$ cat config.mk
export PLATFORM = sky130hd
export DESIGN_NAME = decimal_mid_square_key_hash_core
export DESIGN_NICKNAME = d
export VERILOG_FILES = /design/src/rtl/dmsk_pkg.sv /design/src/rtl/dmsk_square_unit.sv /design/src/rtl/dmsk_bcd_unit.sv /design/src/rtl/dmsk_digit_pick.sv /design/src/rtl/decimal_mid_square_key_hash_core.sv
export SDC_FILE = /design/constraint.sdc
export NUM_CORES = 1
export LEC_CHECK = 0
export BUFFER_PORTS_ARGS = -buffer_cell sky130_fd_sc_hd__buf_2
export CAP_MARGIN = 30
export CORE_MARGIN = 2
export CORE_UTILIZATION = 63
export DETAILED_ROUTE_END_ITERATION = 10
export PLACE_DENSITY = 0.81
export SYNTH_ARGS = -nofsm -noshare
export SYNTH_HDL_FRONTEND = slang
export SYNTH_HIERARCHICAL = 1
export SYNTH_SLANG_ARGS = --single-unit
$ cat constraint.sdc
create_clock -name clk -period 4.3 [get_ports clk]
set_clock_uncertainty 0.1 [all_clocks]
set_input_delay 0.215 -clock clk [delete_from_list [all_inputs] [get_ports clk]]
set_output_delay 0.215 -clock clk [all_outputs]
set_load 0.02 [all_outputs]
$ cat src/rtl/dmsk_pkg.sv
// Shared types and constants of the decimal mid-square key hash.
// Depends on nothing; the unit, core and checker files refer to it by scoped names.
package dmsk_pkg;

    localparam int TL_W       = 31;
    localparam int IDX_W      = 30;
    localparam int SUM_W      = 16;
    localparam int SQ_BITS    = 31;
    localparam int NUM_DIGITS = 10;
    localparam int BCD_BITS   = 4 * NUM_DIGITS;
    localparam int MAX_POW    = 9;

    localparam logic [SUM_W-1:0] SUM_LIMIT    = 16'd46340;
    localparam logic [TL_W-1:0]  TL_RESET     = 31'd16;
    localparam logic [TL_W-1:0]  TL_TWO_DIGIT = 31'd100;

    typedef struct packed {
        logic [7:0] key_byte;
        logic       last_byte;
    } in_word_t;

    typedef struct packed {
        logic [IDX_W-1:0] index_value;
        logic             sum_saturated;
    } out_word_t;

    typedef enum logic [4:0] {
        ST_IDLE    = 5'b00001,
        ST_SQUARE  = 5'b00010,
        ST_CONVERT = 5'b00100,
        ST_PICK    = 5'b01000,
        ST_EMIT    = 5'b10000
    } state_t;

    typedef struct packed {
        logic               done;
        logic [SQ_BITS-1:0] square;
        logic [3:0]         extra;
    } sq_stat_t;

    typedef struct packed {
        logic                done;
        logic [BCD_BITS-1:0] digits;
        logic [3:0]          ndig;
    } bcd_stat_t;

    typedef struct packed {
        logic [3:0] first;
        logic [3:0] last;
    } pick_plan_t;

    typedef struct packed {
        logic             done;
        logic [IDX_W-1:0] value;
    } pick_stat_t;

    function automatic logic [TL_W-1:0] pow10(input logic [3:0] k);
        logic [TL_W-1:0] p;
        case (k)
            4'd0:    p = 31'd1;
            4'd1:    p = 31'd10;
            4'd2:    p = 31'd100;
            4'd3:    p = 31'd1000;
            4'd4:    p = 31'd10000;
            4'd5:    p = 31'd100000;
            4'd6:    p = 31'd1000000;
            4'd7:    p = 31'd10000000;
            4'd8:    p = 31'd100000000;
            4'd9:    p = 31'd1000000000;
            default: p = 31'h7FFFFFFF;
        endcase
        return p;
    endfunction

endpackage

$ cat src/rtl/dmsk_square_unit.sv
// Bit-serial squarer (one multiplier bit per cycle) that also counts the
// decimal digits of the table length less one, one power of ten per cycle.
// Depends on dmsk_pkg.
module dmsk_square_unit (
    input  logic                           clk,
    input  logic                           rst_n,
    input  logic                           start,
    input  logic [dmsk_pkg::SUM_W-1:0]     operand,
    input  logic [dmsk_pkg::TL_W-1:0]      table_length,
    output dmsk_pkg::sq_stat_t             stat
);

    logic [dmsk_pkg::SUM_W-1:0]   a_reg;
    logic [dmsk_pkg::SUM_W-1:0]   b_reg;
    logic [dmsk_pkg::SQ_BITS-1:0] p_reg;
    logic [3:0]                   cnt_reg;
    logic [3:0]                   extra_reg;
    logic                         busy_reg;
    logic                         done_reg;
    logic [dmsk_pkg::SQ_BITS-1:0] addend;
    logic                         pow_hit;

    assign addend  = b_reg[dmsk_pkg::SUM_W-1]
                   ? {{(dmsk_pkg::SQ_BITS-dmsk_pkg::SUM_W){1'b0}}, a_reg}
                   : '0;
    assign pow_hit = (cnt_reg >= 4'd1) && (cnt_reg <= 4'(dmsk_pkg::MAX_POW))
                   && (table_length >= dmsk_pkg::pow10(cnt_reg));

    always_ff @(posedge clk or negedge rst_n)
    begin
        if (!rst_n)
        begin
            busy_reg <= 1'b0;
            done_reg <= 1'b0;
            cnt_reg  <= '0;
        end
        else
        begin
            done_reg <= busy_reg && (cnt_reg == 4'(dmsk_pkg::SUM_W - 1));
            if (start)
            begin
                busy_reg <= 1'b1;
                cnt_reg  <= '0;
            end
            else if (busy_reg)
            begin
                cnt_reg <= cnt_reg + 4'd1;
                if (cnt_reg == 4'(dmsk_pkg::SUM_W - 1))
                begin
                    busy_reg <= 1'b0;
                end
            end
        end
    end

    // Partial products never exceed the square, so 31 bits never overflow.
    always_ff @(posedge clk)
    begin
        if (start)
        begin
            a_reg     <= operand;
            b_reg     <= operand;
            p_reg     <= '0;
            extra_reg <= '0;
        end
        else if (busy_reg)
        begin
            p_reg <= {p_reg[dmsk_pkg::SQ_BITS-2:0], 1'b0} + addend;
            b_reg <= {b_reg[dmsk_pkg::SUM_W-2:0], 1'b0};
            if (pow_hit)
            begin
                extra_reg <= extra_reg + 4'd1;
            end
        end
    end

    assign stat.done   = done_reg;
    assign stat.square = p_reg;
    assign stat.extra  = extra_reg;

endmodule

$ cat src/rtl/dmsk_bcd_unit.sv
// Bit-serial binary to decimal converter (shift and add three), followed by
// a digit-serial pass that strips leading zero digits.
// Depends on dmsk_pkg.
module dmsk_bcd_unit (
    input  logic                           clk,
    input  logic                           rst_n,
    input  logic                           start,
    input  logic [dmsk_pkg::SQ_BITS-1:0]   value,
    output dmsk_pkg::bcd_stat_t            stat
);

    logic [dmsk_pkg::SQ_BITS-1:0]  h_reg;
    logic [dmsk_pkg::BCD_BITS-1:0] bcd_reg;
    logic [dmsk_pkg::BCD_BITS-1:0] adj;
    logic [4:0]                    cnt_reg;
    logic [3:0]                    lz_reg;
    logic                          dab_reg;
    logic                          norm_reg;
    logic                          done_reg;
    logic                          norm_shift;

    always_comb
    begin
        adj = bcd_reg;
        for (int i = 0; i < dmsk_pkg::NUM_DIGITS; i++)
        begin
            if (bcd_reg[4*i +: 4] >= 4'd5)
            begin
                adj[4*i +: 4] = bcd_reg[4*i +: 4] + 4'd3;
            end
        end
    end

    assign norm_shift = (bcd_reg[dmsk_pkg::BCD_BITS-1 -: 4] == 4'd0)
                      && (lz_reg < 4'(dmsk_pkg::NUM_DIGITS));

    always_ff @(posedge clk or negedge rst_n)
    begin
        if (!rst_n)
        begin
            dab_reg  <= 1'b0;
            norm_reg <= 1'b0;
            done_reg <= 1'b0;
            cnt_reg  <= '0;
        end
        else
        begin
            done_reg <= 1'b0;
            if (start)
            begin
                dab_reg <= 1'b1;
                cnt_reg <= '0;
            end
            else if (dab_reg)
            begin
                cnt_reg <= cnt_reg + 5'd1;
                if (cnt_reg == 5'(dmsk_pkg::SQ_BITS - 1))
                begin
                    dab_reg  <= 1'b0;
                    norm_reg <= 1'b1;
                end
            end
            else if (norm_reg && !norm_shift)
            begin
                norm_reg <= 1'b0;
                done_reg <= 1'b1;
            end
        end
    end

    // After normalising, digit 0 sits at the top and zeros fill in behind.
    always_ff @(posedge clk)
    begin
        if (start)
        begin
            h_reg   <= value;
            bcd_reg <= '0;
            lz_reg  <= '0;
        end
        else if (dab_reg)
        begin
            bcd_reg <= {adj[dmsk_pkg::BCD_BITS-2:0], h_reg[dmsk_pkg::SQ_BITS-1]};
            h_reg   <= {h_reg[dmsk_pkg::SQ_BITS-2:0], 1'b0};
        end
        else if (norm_reg && norm_shift)
        begin
            bcd_reg <= {bcd_reg[dmsk_pkg::BCD_BITS-5:0], 4'd0};
            lz_reg  <= lz_reg + 4'd1;
        end
    end

    assign stat.done   = done_reg;
    assign stat.digits = bcd_reg;
    assign stat.ndig   = 4'(dmsk_pkg::NUM_DIGITS) - lz_reg;

endmodule

$ cat src/rtl/dmsk_digit_pick.sv
// Digit-serial selector: walks the decimal digits one per cycle and folds
// those in the chosen window into a binary value (times ten plus digit).
// Depends on dmsk_pkg.
module dmsk_digit_pick (
    input  logic                            clk,
    input  logic                            rst_n,
    input  logic                            start,
    input  logic [dmsk_pkg::BCD_BITS-1:0]   digits,
    input  dmsk_pkg::pick_plan_t            plan,
    output dmsk_pkg::pick_stat_t            stat
);

    logic [dmsk_pkg::BCD_BITS-1:0] dig_reg;
    logic [dmsk_pkg::IDX_W-1:0]    acc_reg;
    logic [3:0]                    first_reg;
    logic [3:0]                    last_reg;
    logic [3:0]                    pos_reg;
    logic                          busy_reg;
    logic                          done_reg;
    logic                          finish;
    logic [dmsk_pkg::IDX_W-1:0]    acc_times_ten;

    assign finish        = busy_reg && (pos_reg == last_reg - 4'd1);
    assign acc_times_ten = {acc_reg[dmsk_pkg::IDX_W-4:0], 3'b000}
                         + {acc_reg[dmsk_pkg::IDX_W-2:0], 1'b0};

    always_ff @(posedge clk or negedge rst_n)
    begin
        if (!rst_n)
        begin
            busy_reg <= 1'b0;
            done_reg <= 1'b0;
        end
        else
        begin
            done_reg <= finish;
            if (start)
            begin
                busy_reg <= 1'b1;
            end
            else if (finish)
            begin
                busy_reg <= 1'b0;
            end
        end
    end

    always_ff @(posedge clk)
    begin
        if (start)
        begin
            dig_reg   <= digits;
            first_reg <= plan.first;
            last_reg  <= plan.last;
            pos_reg   <= '0;
            acc_reg   <= '0;
        end
        else if (busy_reg)
        begin
            if (pos_reg >= first_reg)
            begin
                acc_reg <= acc_times_ten
                         + {{(dmsk_pkg::IDX_W-4){1'b0}}, dig_reg[dmsk_pkg::BCD_BITS-1 -: 4]};
            end
            dig_reg <= {dig_reg[dmsk_pkg::BCD_BITS-5:0], 4'd0};
            pos_reg <= pos_reg + 4'd1;
        end
    end

    assign stat.done  = done_reg;
    assign stat.value = acc_reg;

endmodule

$ cat src/rtl/decimal_mid_square_key_hash_core.sv
// Decimal mid-square key hash: key bytes are summed one per cycle while the
// input is not stalled (the sum clamps at 46340), and a byte marked last
// closes the key. Only a last byte starts work: the sum is squared
// bit-serially, converted to ten decimal digits bit-serially, stripped of
// leading zeros and reduced to the middle-digit index, and a key's closing
// byte holds the input stalled until the index is loaded into the output
// register. The result sits in that register, so the next key may start
// while it waits to be taken.
module decimal_mid_square_key_hash_core (
    input  logic                           clk,
    input  logic                           rst_n,
    input  logic                           in_valid,
    output logic                           in_stall,
    input  dmsk_pkg::in_word_t             in_data,
    output logic                           out_valid,
    input  logic                           out_stall,
    output dmsk_pkg::out_word_t            out_data,
    input  logic                           cfg_we,
    input  logic [dmsk_pkg::TL_W-1:0]      cfg_wdata
);

    dmsk_pkg::state_t              state_reg;
    dmsk_pkg::state_t              state_next;
    logic [dmsk_pkg::TL_W-1:0]     tl_reg;
    logic [dmsk_pkg::SUM_W-1:0]    sum_reg;
    logic [dmsk_pkg::SUM_W-1:0]    sum_next;
    logic                          sat_reg;
    logic                          sat_next;
    logic                          job_sat_reg;
    logic                          h_odd_reg;
    logic                          tl_le_100_reg;
    logic                          out_valid_reg;
    logic                          out_valid_next;
    dmsk_pkg::out_word_t           out_data_reg;
    logic                          accept;
    logic                          key_end;
    logic                          emit_load;
    logic [dmsk_pkg::SUM_W:0]      sum_wide;
    logic [dmsk_pkg::SUM_W-1:0]    sum_clamped;
    logic                          clamp;
    dmsk_pkg::sq_stat_t            sq_stat;
    dmsk_pkg::bcd_stat_t           bcd_stat;
    dmsk_pkg::pick_stat_t          pick_stat;
    dmsk_pkg::pick_plan_t          plan;
    logic [3:0]                    mid;
    logic [3:0]                    first;
    logic [3:0]                    count;

    assign accept      = in_valid && !in_stall;
    assign key_end     = accept && in_data.last_byte;
    assign sum_wide    = {1'b0, sum_reg} + {{(dmsk_pkg::SUM_W-7){1'b0}}, in_data.key_byte};
    assign clamp       = sum_wide > {1'b0, dmsk_pkg::SUM_LIMIT};
    assign sum_clamped = clamp ? dmsk_pkg::SUM_LIMIT : sum_wide[dmsk_pkg::SUM_W-1:0];
    assign emit_load   = (state_reg == dmsk_pkg::ST_EMIT) && (!out_valid_reg || !out_stall);

    dmsk_square_unit u_square (
        .clk          (clk),
        .rst_n        (rst_n),
        .start        (key_end),
        .operand      (sum_clamped),
        .table_length (tl_reg),
        .stat         (sq_stat)
    );

    dmsk_bcd_unit u_bcd (
        .clk   (clk),
        .rst_n (rst_n),
        .start (sq_stat.done),
        .value (sq_stat.square),
        .stat  (bcd_stat)
    );

    // An even square takes the digit at D/2. An odd one takes the digit at (D-1)/2
    // for a table length below 10, else a window as wide as the length has digits
    // less one, from (D-1)/2 up to length 100 and from half that width above.
    always_comb
    begin
        mid = (bcd_stat.ndig - 4'd1) >> 1;
        if (!h_odd_reg)
        begin
            first = bcd_stat.ndig >> 1;
            count = 4'd1;
        end
        else if (sq_stat.extra == 4'd0)
        begin
            first = mid;
            count = 4'd1;
        end
        else
        begin
            first = tl_le_100_reg ? mid : (sq_stat.extra >> 1);
            count = sq_stat.extra;
        end
        plan.first = first;
        plan.last  = first + count;
    end

    dmsk_digit_pick u_pick (
        .clk    (clk),
        .rst_n  (rst_n),
        .start  (bcd_stat.done),
        .digits (bcd_stat.digits),
        .plan   (plan),
        .stat   (pick_stat)
    );

    always_comb
    begin
        state_next = state_reg;
        case (state_reg)
            dmsk_pkg::ST_IDLE:
            begin
                if (key_end)
                begin
                    state_next = dmsk_pkg::ST_SQUARE;
                end
            end
            dmsk_pkg::ST_SQUARE:
            begin
                if (sq_stat.done)
                begin
                    state_next = dmsk_pkg::ST_CONVERT;
                end
            end
            dmsk_pkg::ST_CONVERT:
            begin
                if (bcd_stat.done)
                begin
                    state_next = dmsk_pkg::ST_PICK;
                end
            end
            dmsk_pkg::ST_PICK:
            begin
                if (pick_stat.done)
                begin
                    state_next = dmsk_pkg::ST_EMIT;
                end
            end
            dmsk_pkg::ST_EMIT:
            begin
                if (emit_load)
                begin
                    state_next = dmsk_pkg::ST_IDLE;
                end
            end
            default:
            begin
                state_next = dmsk_pkg::ST_IDLE;
            end
        endcase
    end

    always_comb
    begin
        sum_next = sum_reg;
        sat_next = sat_reg;
        if (accept)
        begin
            if (in_data.last_byte)
            begin
                sum_next = '0;
                sat_next = 1'b0;
            end
            else
            begin
                sum_next = sum_clamped;
                sat_next = sat_reg || clamp;
            end
        end
    end

    always_comb
    begin
        out_valid_next = out_valid_reg;
        if (emit_load)
        begin
            out_valid_next = 1'b1;
        end
        else if (out_valid_reg && !out_stall)
        begin
            out_valid_next = 1'b0;
        end
    end

    always_ff @(posedge clk or negedge rst_n)
    begin
        if (!rst_n)
        begin
            state_reg     <= dmsk_pkg::ST_IDLE;
            tl_reg        <= dmsk_pkg::TL_RESET;
            sum_reg       <= '0;
            sat_reg       <= 1'b0;
            out_valid_reg <= 1'b0;
        end
        else
        begin
            state_reg     <= state_next;
            sum_reg       <= sum_next;
            sat_reg       <= sat_next;
            out_valid_reg <= out_valid_next;
            if (cfg_we)
            begin
                tl_reg <= cfg_wdata;
            end
        end
    end

    always_ff @(posedge clk)
    begin
        if (key_end)
        begin
            job_sat_reg   <= sat_reg || clamp;
            h_odd_reg     <= sum_clamped[0];
            tl_le_100_reg <= tl_reg <= dmsk_pkg::TL_TWO_DIGIT;
        end
        if (emit_load)
        begin
            out_data_reg.index_value   <= pick_stat.value;
            out_data_reg.sum_saturated <= job_sat_reg;
        end
    end

    assign in_stall  = state_reg != dmsk_pkg::ST_IDLE;
    assign out_valid = out_valid_reg;
    assign out_data  = out_data_reg;

endmodule

# Yosys cells after proc, flatten, opt, wreduce, memory -nomap -nowiden

Memories as Yosys holds them, arrays and structs flattened.
Index checks and enable logic that the tools add are counted.

Flip-flop bits (word level): 328
Memories: 1
Bits of input ports: 45
Word-level logic and storage cells: 173
Memory bits (read-only): 496

Memory list:

| name            | depth | bits a word | rd ports | clocked after memory_dff | wr ports | RTL line       | source |
|---|---|---|---|---|---|---|---|
| (no name shown) | 16    | 31          | 1        | 0                        | 0        | dmsk_pkg.sv:59 | `case (k)` |

Eq/ne operators: 15
Reduce and logical (&&, ||, !) cells: 31
$lt $le $gt $ge: 17
Add/sub/neg operators: 23
Multiplexer cells: 53
Bitwise logic cells: 2

Operators by type and width:

| operator             | count |
|---|---|
| $mux 40              | 4 |
| $mux 16              | 5 |
| $mux 31              | 2 |
| $mux 4               | 14 |
| $ge 4x3->1 const B   | 10 |
| $add 4x2->4 const B  | 9 |
| $mux 5               | 7 |
| $add 31x31->31       | 1 |
| $ge 31x31->1         | 1 |
| $le 31x7->1 const B  | 1 |
| $add 30x30->30       | 1 |
| $add 30x4->30        | 1 |
| $pmux 5 s5           | 1 |
| $add 16x8->17        | 1 |
| $gt 17x16->1 const B | 1 |
| $mux 1               | 17 |
| $add 4x1->4 const B  | 4 |
| $reduce_bool 2->1    | 7 |
| $logic_and 1x1->1    | 11 |
| $eq 5x5->1 const B   | 2 |
| $mux 3               | 3 |
| $logic_not 4->1      | 2 |
| $sub 4x1->4 const B  | 2 |
| $ne 2x1->1 const B   | 3 |
| other kinds (22)     | 31 |

# Longest topological paths before layout

Gate-level depths: netlist of run 1.

Depth after elaboration: 7
Gate-level depth with buffers: 14
Gate-level depth less buffers: 12

# Modules after synthesis

The synthesis of run 1 kept the hierarchy.

By module, submodules not included:

| module                           | cells an instance | area each (um^2) | times used |
|---|---|---|---|
| dmsk_digit_pick                  | 500               | 5,142.4          | 1 |
| dmsk_square_unit                 | 531               | 4,987.3          | 1 |
| decimal_mid_square_key_hash_core | 380               | 4,439.3          | 1 |
| dmsk_bcd_unit                    | 408               | 4,326.6          | 1 |

# Worst setup path before layout of run 1

Ideal clock, no wire load.

Kind: register to register
Start: register state_reg[1]
End: register u_square/b_reg[15] (netlist bit) (data pin)
Cell stages (with the launch flop): 12
Setup time: 0.260 ns
Path slack: 0.822 ns
Arrival: 3.118 ns
Cell sequence: dfrtp_1 -> clkbuf_1 -> nand2b_1 -> nor4_1 -> and2_1 -> buf_2 -> nand2_1 -> inv_1 -> clkbuf_1 -> clkbuf_1 -> buf_1 -> mux2_2

Cells in the longest elaborated chain, start to end: 5

RTL lines:

| what                   | RTL line                                | source |
|---|---|---|
| from (decl)            | decimal_mid_square_key_hash_core.sv:22  | `dmsk_pkg::state_t state_reg;` |
| from (signal assigned) | decimal_mid_square_key_hash_core.sv:189 | `state_reg <= dmsk_pkg::ST_IDLE;` |
| from (signal assigned) | decimal_mid_square_key_hash_core.sv:197 | `state_reg <= state_next;` |
| $ne 5x1->1             | decimal_mid_square_key_hash_core.sv:223 | `assign in_stall = state_reg != dmsk_pkg::ST_IDLE;` |
| $logic_not 1->1        | decimal_mid_square_key_hash_core.sv:49  | `assign accept = in_valid && !in_stall;` |
| $logic_and 1x1->1      | decimal_mid_square_key_hash_core.sv:49  |  |
| $logic_and 1x1->1      | decimal_mid_square_key_hash_core.sv:50  | `assign key_end = accept && in_data.last_byte;` |
| via key_end            | decimal_mid_square_key_hash_core.sv:36  | `logic key_end;` |
| $mux 16                | dmsk_square_unit.sv:59                  | `if (start)` |
| to (signal assigned)   | dmsk_square_unit.sv:62                  | `b_reg <= operand;` |
| to (signal assigned)   | dmsk_square_unit.sv:69                  | `b_reg <= {b_reg[dmsk_pkg::SUM_W-2:0], 1'b0};` |
| to (decl)              | dmsk_square_unit.sv:14                  | `logic [dmsk_pkg::SUM_W-1:0] b_reg;` |

The timed path passes the listed nets, and every way through them passes these cells.
A chain may end at the register's enable or synchronous reset.

# Worst setup path in the final report of run 1

Start: register sum_reg[0] (netlist bit)
End: register u_square/b_reg[4] (netlist bit) (data pin)

Cells in the longest elaborated chain, start to end: 4

RTL lines:

| what                      | RTL line                                | source |
|---|---|---|
| from (decl)               | decimal_mid_square_key_hash_core.sv:25  | `logic [dmsk_pkg::SUM_W-1:0] sum_reg;` |
| from (signal assigned)    | decimal_mid_square_key_hash_core.sv:198 | `sum_reg <= sum_next;` |
| $add 16x8->17 *           | decimal_mid_square_key_hash_core.sv:51  | `assign sum_wide = {1'b0, sum_reg} + {{(dmsk_pkg::SUM_W-7){1'b0}}, in_data.key_byte};` |
| $gt 17x16->1              | decimal_mid_square_key_hash_core.sv:52  | `assign clamp = sum_wide > {1'b0, dmsk_pkg::SUM_LIMIT};` |
| $mux 16 *                 | decimal_mid_square_key_hash_core.sv:53  | `assign sum_clamped = clamp ? dmsk_pkg::SUM_LIMIT : sum_wide[dmsk_pkg::SUM_W-1:0];` |
| via sum_clamped (one bit) | decimal_mid_square_key_hash_core.sv:39  | `logic [dmsk_pkg::SUM_W-1:0] sum_clamped;` |
| $mux 16 *                 | dmsk_square_unit.sv:59                  |  |

The timed path passes the listed nets; every way through them passes the cells marked *.

==> results.yml, run 1 <==
global_routing:
  grt_pass1_vias: 14049
  antenna_found_initial: 0
  grt_max_degree: 71
  grt.total_usage_pct: 26.23
  grt.overflow.total: 0
  grt_pass1_wl_mm: 67.81
worst_setup_path:
  crit_fanout: 10
  reg2reg_depth: 13
  reg2reg_from: "sum_reg[0]$_DFFE_PN0P_"
  critical_path_arrival_ns: 4.00
  startpoint_type: "register"
  cp.required_ns: 4.46
  critical_path_class: "reg2reg"
  rrSetupSlack_ns: 0.46
  regToRegEndpoint: "u_square/b_reg[4]$_DFFE_PP_"
  crit_path_end_kind: "register"
die:
  die_width_um: 177.2
  die_area_um2: 31390
  design.core.area_um2: 29560
  rows: 63
  initial_core_util_pct: 63.92
  ios: 78
  die_height_um: 177.2
clock_network:
  path_clk_slew_ns: 0.06
  cts_tree: "done"
  cts-root-buf: "clkbuf_16"
  cts_resized: 0
  clock_latency_ns: 0.52
  cts_buffers: 36
  clkSinkCount: 328
  cts_buffer_depth: 3
  htreeDepth: 2
worst_hold_path:
  whs_endpoint: "sum_reg[15]$_DFFE_PN0P_"
  hp-class: "in2reg"
  hold_depth: 4
  hp-start: "in_data[0]"
run:
  maxCapViolCount: 0
drt:
  vias_per_cell: 6.145
  via_count: 14294
  drc: 0
  routedWlPerCell_um: 17.62
  ant_nets: 0
  dr.pass1.iters: 5
  drt-total-wl_mm: 40.98
  drt-initial-drc-count: 1073
synth:
  syn_inst: 1819
  synth-edff-count: 145
  yosysWarnings: 6
  synth_fp_nets: 2021
  ys_types: 97
  ys_seq_area_share_pct: 44.30
  synthesis.area_um2: 18900
  ys_ff_latch: 328
  async_reset_ff_share_pct: 21.34
  ys.flop_type: "edfxtp_1"
  syn_area_per_cell_um2: 10.39
finish:
  num-fill-cells: 2201
  fin_nets: 2112
  multi_input_area_um2: 9889
  syn_to_final_growth_pct: 11.71
  n_antenna_cell: 0
  seqCellArea_um2: 8373
  final_cells: 2326
  drive_above_1_share_pct: 17.15
sta:
  fmax_mhz: 260.6
  slew_violations: 0
  max_slew_margin_pct: 35.77
  finalCriticalPeriod_ns: 3.837
  fin_crit_sh_pct: 89.24
  hold_violations: 0
  tns_ns: 0
  rsz0062_at_grt: "no"
  setup_viol_count_final: 0
  whs_ns: 0.03548
  max_slew.worst_pin.slew_ns: 0.9635
power_and_ir_drop:
  finalPower_mw: 14.07
  swShare_pct: 37.42
  switchingPower_mw: 5.265
  peakVddDrop_v: 0.0006058
  comb_power_share_pct: 39.9
  p_int_mw: 8.803
  power_density_nw_per_um2: 666.5
  sequentialPowerShare_pct: 38.5
  p_leak_nw: 8.995
  p_clk_share_pct: 21.6
place:
  io_buffer_count: 77
  gp_congestion: 0.8978
  dp_hpwl_mm: 27.49
  dp_cells: 2229
run_status:
  status: "completed"
-- worst max-delay path: stages, from the launching register on --
cell	delay, ns
dfrtp_1	0.35
ha_1	0.20
inv_1	0.07
fa_1	0.41
nor2b_1	0.31
o211a_1	0.23
o21a_1	0.41
xnor2_2	0.16
and4b_4	0.23
a22o_1	0.19
nor2_1	0.32
buf_4	0.24
nor2_1	0.08
mux2_2	0.29
-- metrics by stage --
stage | instance area, µm² | util (%) | setup WS, ns
global route | 21110 | 71.41 | 0.2122
global placement | 19540 | 66.10 | 0.6426
finish | 21110 | 71.41 | 0.4628
floorplan | 18900 | - | 0.8221
CTS | 21110 | 71.41 | 0.5244
detailed placement | 19610 | 66.34 | 0.5501
-- layer usage --
| layer | up-vias | GRT usage, % | share of wire (%) | routed length (µm) |
|---|---|---|---|---|
| li1 | 6908 | - | - | - |
| met1 | 6895 | 34.54 | 44 | 18110 |
| met2 | 407 | 44.94 | 49 | 19960 |
| met3 | 84 | 3.522 | 4.7 | 1937 |
| met4 | 0 | 8.264 | 2.4 | 970 |
| met5 | - | 0 | 0 | 0 |
-- how the worst max path moves through the flow --
stage                                    startpoint                                 end  slack, ns
detailed placement           sum_reg[0]$_DFFE_PN0P_         u_square/b_reg[4]$_DFFE_PP_       0.55
global route        u_square/cnt_reg[3]$_DFFE_PN0P_  u_square/extra_reg[0]$_SDFFE_PP0P_       0.21
floorplan                  state_reg[1]$_DFFE_PN0P_        u_square/b_reg[15]$_DFFE_PP_       0.82
finish                       sum_reg[0]$_DFFE_PN0P_         u_square/b_reg[4]$_DFFE_PP_       0.46
global placement             sum_reg[4]$_DFFE_PN0P_         u_square/b_reg[7]$_DFFE_PP_       0.64
CTS                          sum_reg[0]$_DFFE_PN0P_         u_square/b_reg[4]$_DFFE_PP_       0.52
-- power groups by stage --
stage	clock [mW]	combinational, mW	sequential [mW]
5_1_grt	3.23	6.28	5.56
2_1_floorplan	0	4.47	5.03
6_report	3.04	5.61	5.41
3_5_place_dp	0	5.46	5.44
3_3_place_gp	0	5.17	5.40
4_1_cts	3.09	5.55	5.40
-- synthesized netlist by cell type, drive strengths merged, types with 8 or more instances --
master	n	area share, %
buf	39	1.3
a22oi	19	0.75
a211oi	11	0.44
clkbuf	42	0.85
mux2i	12	0.64
xor2	27	1.3
and2	35	1.2
xnor2	46	2.2
a21oi	132	3.6
a221o	18	0.95
a21o	27	1.1
nor2	109	2.2
a31oi	13	0.59
o211ai	15	0.60
and3	17	0.57
nand2	184	3.7
nor2b	12	0.40
nor4	15	0.50
o31ai	15	0.70
mux2	126	7.5
dfrtp	68	9.0
o211a	8	0.42
nand3	28	0.74
dfxtp	113	12
o21a	13	0.52
nand2b	27	0.89
edfxtp	145	23
ha	152	10
o21ai	97	2.7
or3b	10	0.48
o22ai	13	0.46
nor3b	10	0.42
nand4	21	0.70
inv	63	1.3
nor3	25	0.72
-- timing repair --
action | in CTS | in global routing
endpoints found under the hold margin | 100 | 0
hold buffers | 33 | 0
setup buffers | 0 | 0
-- area by class of cell --
cell class / instances / share of cell area [%]
clock buffer: 53 / 5.003
clock inverter: 11 / 0.5276
inverter: 65 / 1.156
multi-input combinational: 1345 / 46.85
sequential: 328 / 39.67
tap: 390 / 2.312
timing repair buffer: 134 / 4.481
-- cell families (layout without fill, tap and decap cells) --
family | count (synthesis) | after routing | synth area share [%]
compound gates | 449 | 449 | 16.28
xor+xnor | 73 | 73 | 3.423
fa+ha+maj | 157 | 157 | 10.59
buf+inv | 146 | 263 | 3.437
flops | 328 | 328 | 44.30
mux | 138 | 138 | 8.145
other cells | 1 | 1 | 0.01985
simple gates | 527 | 527 | 13.80
-- cells in the final DEF (no fill, tap or decap), drive strengths merged, types with 13 or more instances in the layout --
cell type	n
nand2b	27
nand3	28
ha	152
a22oi	19
xor2	27
o21a	13
o21ai	97
a21o	27
inv	63
dlygate4sd3	33
nand4	21
o211ai	15
mux2	126
o31ai	15
xnor2	46
nor3	25
a31oi	13
o22ai	13
buf	101
and3	17
dfrtp	68
edfxtp	145
nand2	184
and2	35
nor4	15
a221o	18
nor2	109
a21oi	132
clkbuf	53
dfxtp	113
(Power assumes the default switching activity.)
==> run 2, diff against run 1 <==
SYNTH_HIERARCHICAL = default   (was 1)
==> results.yml, run 2 <==
synth:
  ys.flop_type: "edfxtp_1"
  yosys.area.top_type: "edfxtp_1"
  ys_types: 83
  ys_ff_latch: 326
  yosysTopAreaCellShare_pct: 23.13
  yosysWarnings: 0
  synthTopCellsByCount: "a21oi_1, ha_1, nand2_1"
  syn_area_per_cell_um2: 10.08
  syn_inst: 1842
  post_synth_main_area_contributors: "edfxtp_1, dfxtp_1, ha_1"
  ys_seq_area_share_pct: 44.76
  synth_fp_nets: 2041
  synthesis.area_um2: 18570
  async_reset_ff_share_pct: 21.47
  yosysMostFrequentCell: "a21oi_1"
  synth-edff-count: 143
die:
  die_width_um: 175.7
  ios: 78
  design.core.area_um2: 28860
  rows: 62
  die_height_um: 175.7
  die_area_um2: 30860
  initial_core_util_pct: 64.34
drt:
  drc: 0
  drt-total-wl_mm: 40.20
  ant_nets: 0
  drt-initial-drc-count: 1238
  routedWlPerCell_um: 17.23
  vias_per_cell: 6.126
  via_count: 14293
  dr.pass1.iters: 6
  routed-wl-met3_mm: 2.045
  top_layer_used: "met4"
  wl_met2_mm: 19.50
  drt-met1-wl_mm: 17.52
global_routing:
  grt_max_degree: 86
  grt.overflow.total: 0
  grt_pass1_vias: 14148
  grt_pass1_wl_mm: 67.51
  grt.total_usage_pct: 26.27
  antenna_found_initial: 0
finish:
  mostFrequentLayoutCells: "a21oi_1, nand2_1, ha_1"
  final_cells: 2333
  n_antenna_cell: 0
  final_util_pct: 72.31
  layout_commonest_cell: "a21oi_1"
  fin_nets: 2122
  fin_area_um2: 20870
  syn_to_final_growth_pct: 12.39
  drive_above_1_share_pct: 14.78
power_and_ir_drop:
  peakVddDrop_v: 0.0004589
  sequentialPowerShare_pct: 35.8
  p_leak_nw: 8.898
  p_clk_share_pct: 19.9
  power_density_nw_per_um2: 773.4
  comb_power_share_pct: 44.3
  switchingPower_mw: 6.291
  swShare_pct: 38.98
  p_int_mw: 9.848
sta:
  fmax_mhz: 250.1
  setup_viol_count_final: 0
  max_slew.worst_pin.slew_ns: 1.045
  tns_ns: 0
  fin_crit_sh_pct: 93.00
  rsz0062_at_grt: "no"
  hold_violations: 0
  max_slew_margin_pct: 30.32
  slew_violations: 0
  finalWorstSetupSlack_ns: 0.3009
  finalCriticalPeriod_ns: 3.999
place:
  gp_congestion: 0.9086
  dpl_cell_area_um2: 19260
  dp_cells: 2234
  dpl_worst_slack_ns: 0.3098
  io_buffer_count: 77
  dp_hpwl_mm: 26.78
worst_setup_path:
  reg2reg_depth: 11
  startpoint_type: "register"
  cp_cell_sequence: "fa_1 -> fa_1 -> a21o_1 -> a21o_1 -> a2111o_1 -> a31oi_1 -> o21bai_1 -> a31o_2 -> o41ai_1 -> mux2i_1 -> nand2_1"
  startpoint: "u_pick.acc_reg[0]$_SDFFE_PP0P_"
  rrSetupSlack_ns: 0.30
  reg2reg_from: "u_pick.acc_reg[0]$_SDFFE_PP0P_"
  crit_end: "u_pick.acc_reg[26]$_SDFFE_PP0P_"
  critical_path_arrival_ns: 4.30
  crit_path_end_kind: "register"
  slowest_stage: "fa_1"
  crit_fanout: 5
  cp.required_ns: 4.60
  critPathMaxStageDelay_ns: 0.55
  critical_path_class: "reg2reg"
  regToRegEndpoint: "u_pick.acc_reg[26]$_SDFFE_PP0P_"
clock_network:
  ctsHoldBuffers: 34
  cts_buffer_depth: 3
  cts-root-buf: "clkbuf_16"
  cts_resized: 0
  clkSinkCount: 326
  path_clk_slew_ns: 0.06
  clock_latency_ns: 0.51
  cts_tree: "done"
  cts_setup_buffers: 0
  cts_buffers: 35
  htreeDepth: 2
run:
  maxCapViolCount: 0
worst_hold_path:
  hp-class: "in2reg"
run_status:
  status: "completed"
==> run 2: area by class of cell <==
cell class	instances	area (µm²)
timing repair buffer	129	913.4
multi-input combinational	1352	9628
fill	1993	7990
clock buffer	49	1041
clock inverter	14	192.7
tap	384	480.5
sequential	326	8315
inverter	79	296.5
==> run 2: worst max-delay path: cells and delay by family (launching register included) <==
kind | cells | cell delay (ns)
AOI/OAI and AO/OA | 7 | 2.10
adders and majority gates | 2 | 1.04
DFF | 1 | 0.36
muxes | 1 | 0.24
and+or+nand+nor | 1 | 0.06
==> run 2: worst min path at each step <==
stage | startpoint | to | slack, ns | depth (start not counted)
final | in_valid | sum_reg[9]$_DFFE_PN0P_ | 0.14 | 4
after CTS | in_valid | sum_reg[9]$_DFFE_PN0P_ | 0.12 | 4
after global placement | rst_n | sum_reg[9]$_DFFE_PN0P_ | 0.30 | 1
after global routing | in_valid | sum_reg[9]$_DFFE_PN0P_ | 0.15 | 4
after floorplan | rst_n | out_valid$_DFFE_PN0P_ | -0.18 | 0
after detailed placement | rst_n | sum_reg[8]$_DFFE_PN0P_ | 0.31 | 1
==> run 2: metal layers <==
metal / track usage (%) / vias to the layer above
met5: 0 / -
met3: 4.048 / 104
met4: 8.815 / 0
met1: 34.10 / 6837
li1: - / 6899
met2: 45.11 / 453
==> run 2: power groups by stage <==
| stage | clock network (mW) | logic, mW | registers (mW) |
|---|---|---|---|
| 3_3_place_gp | 0 | 6.58 | 5.74 |
| 4_1_cts | 3.23 | 7.09 | 5.76 |
| 3_5_place_dp | 0 | 6.96 | 5.80 |
| 5_1_grt | 3.37 | 8.08 | 5.93 |
| 6_report | 3.20 | 7.16 | 5.78 |
| 2_1_floorplan | 0 | 5.74 | 5.35 |
==> run 2: stage by stage <==
stage	total power, mW	hold WS, ns
5_1_grt	17.38	0.1525
3_3_place_gp	12.32	0.2953
4_1_cts	16.07	0.1226
6_report	16.14	0.1421
3_5_place_dp	12.76	0.3052
2_1_floorplan	11.09	-0.1806
==> run 2: cells by family after synthesis <==
group | share of synthesized area [%]
simple gates | 13.86
compound gates | 16.23
xor+xnor | 4.198
buf+inv | 3.524
fa+ha+maj | 10.58
mux | 6.853
flops | 44.76
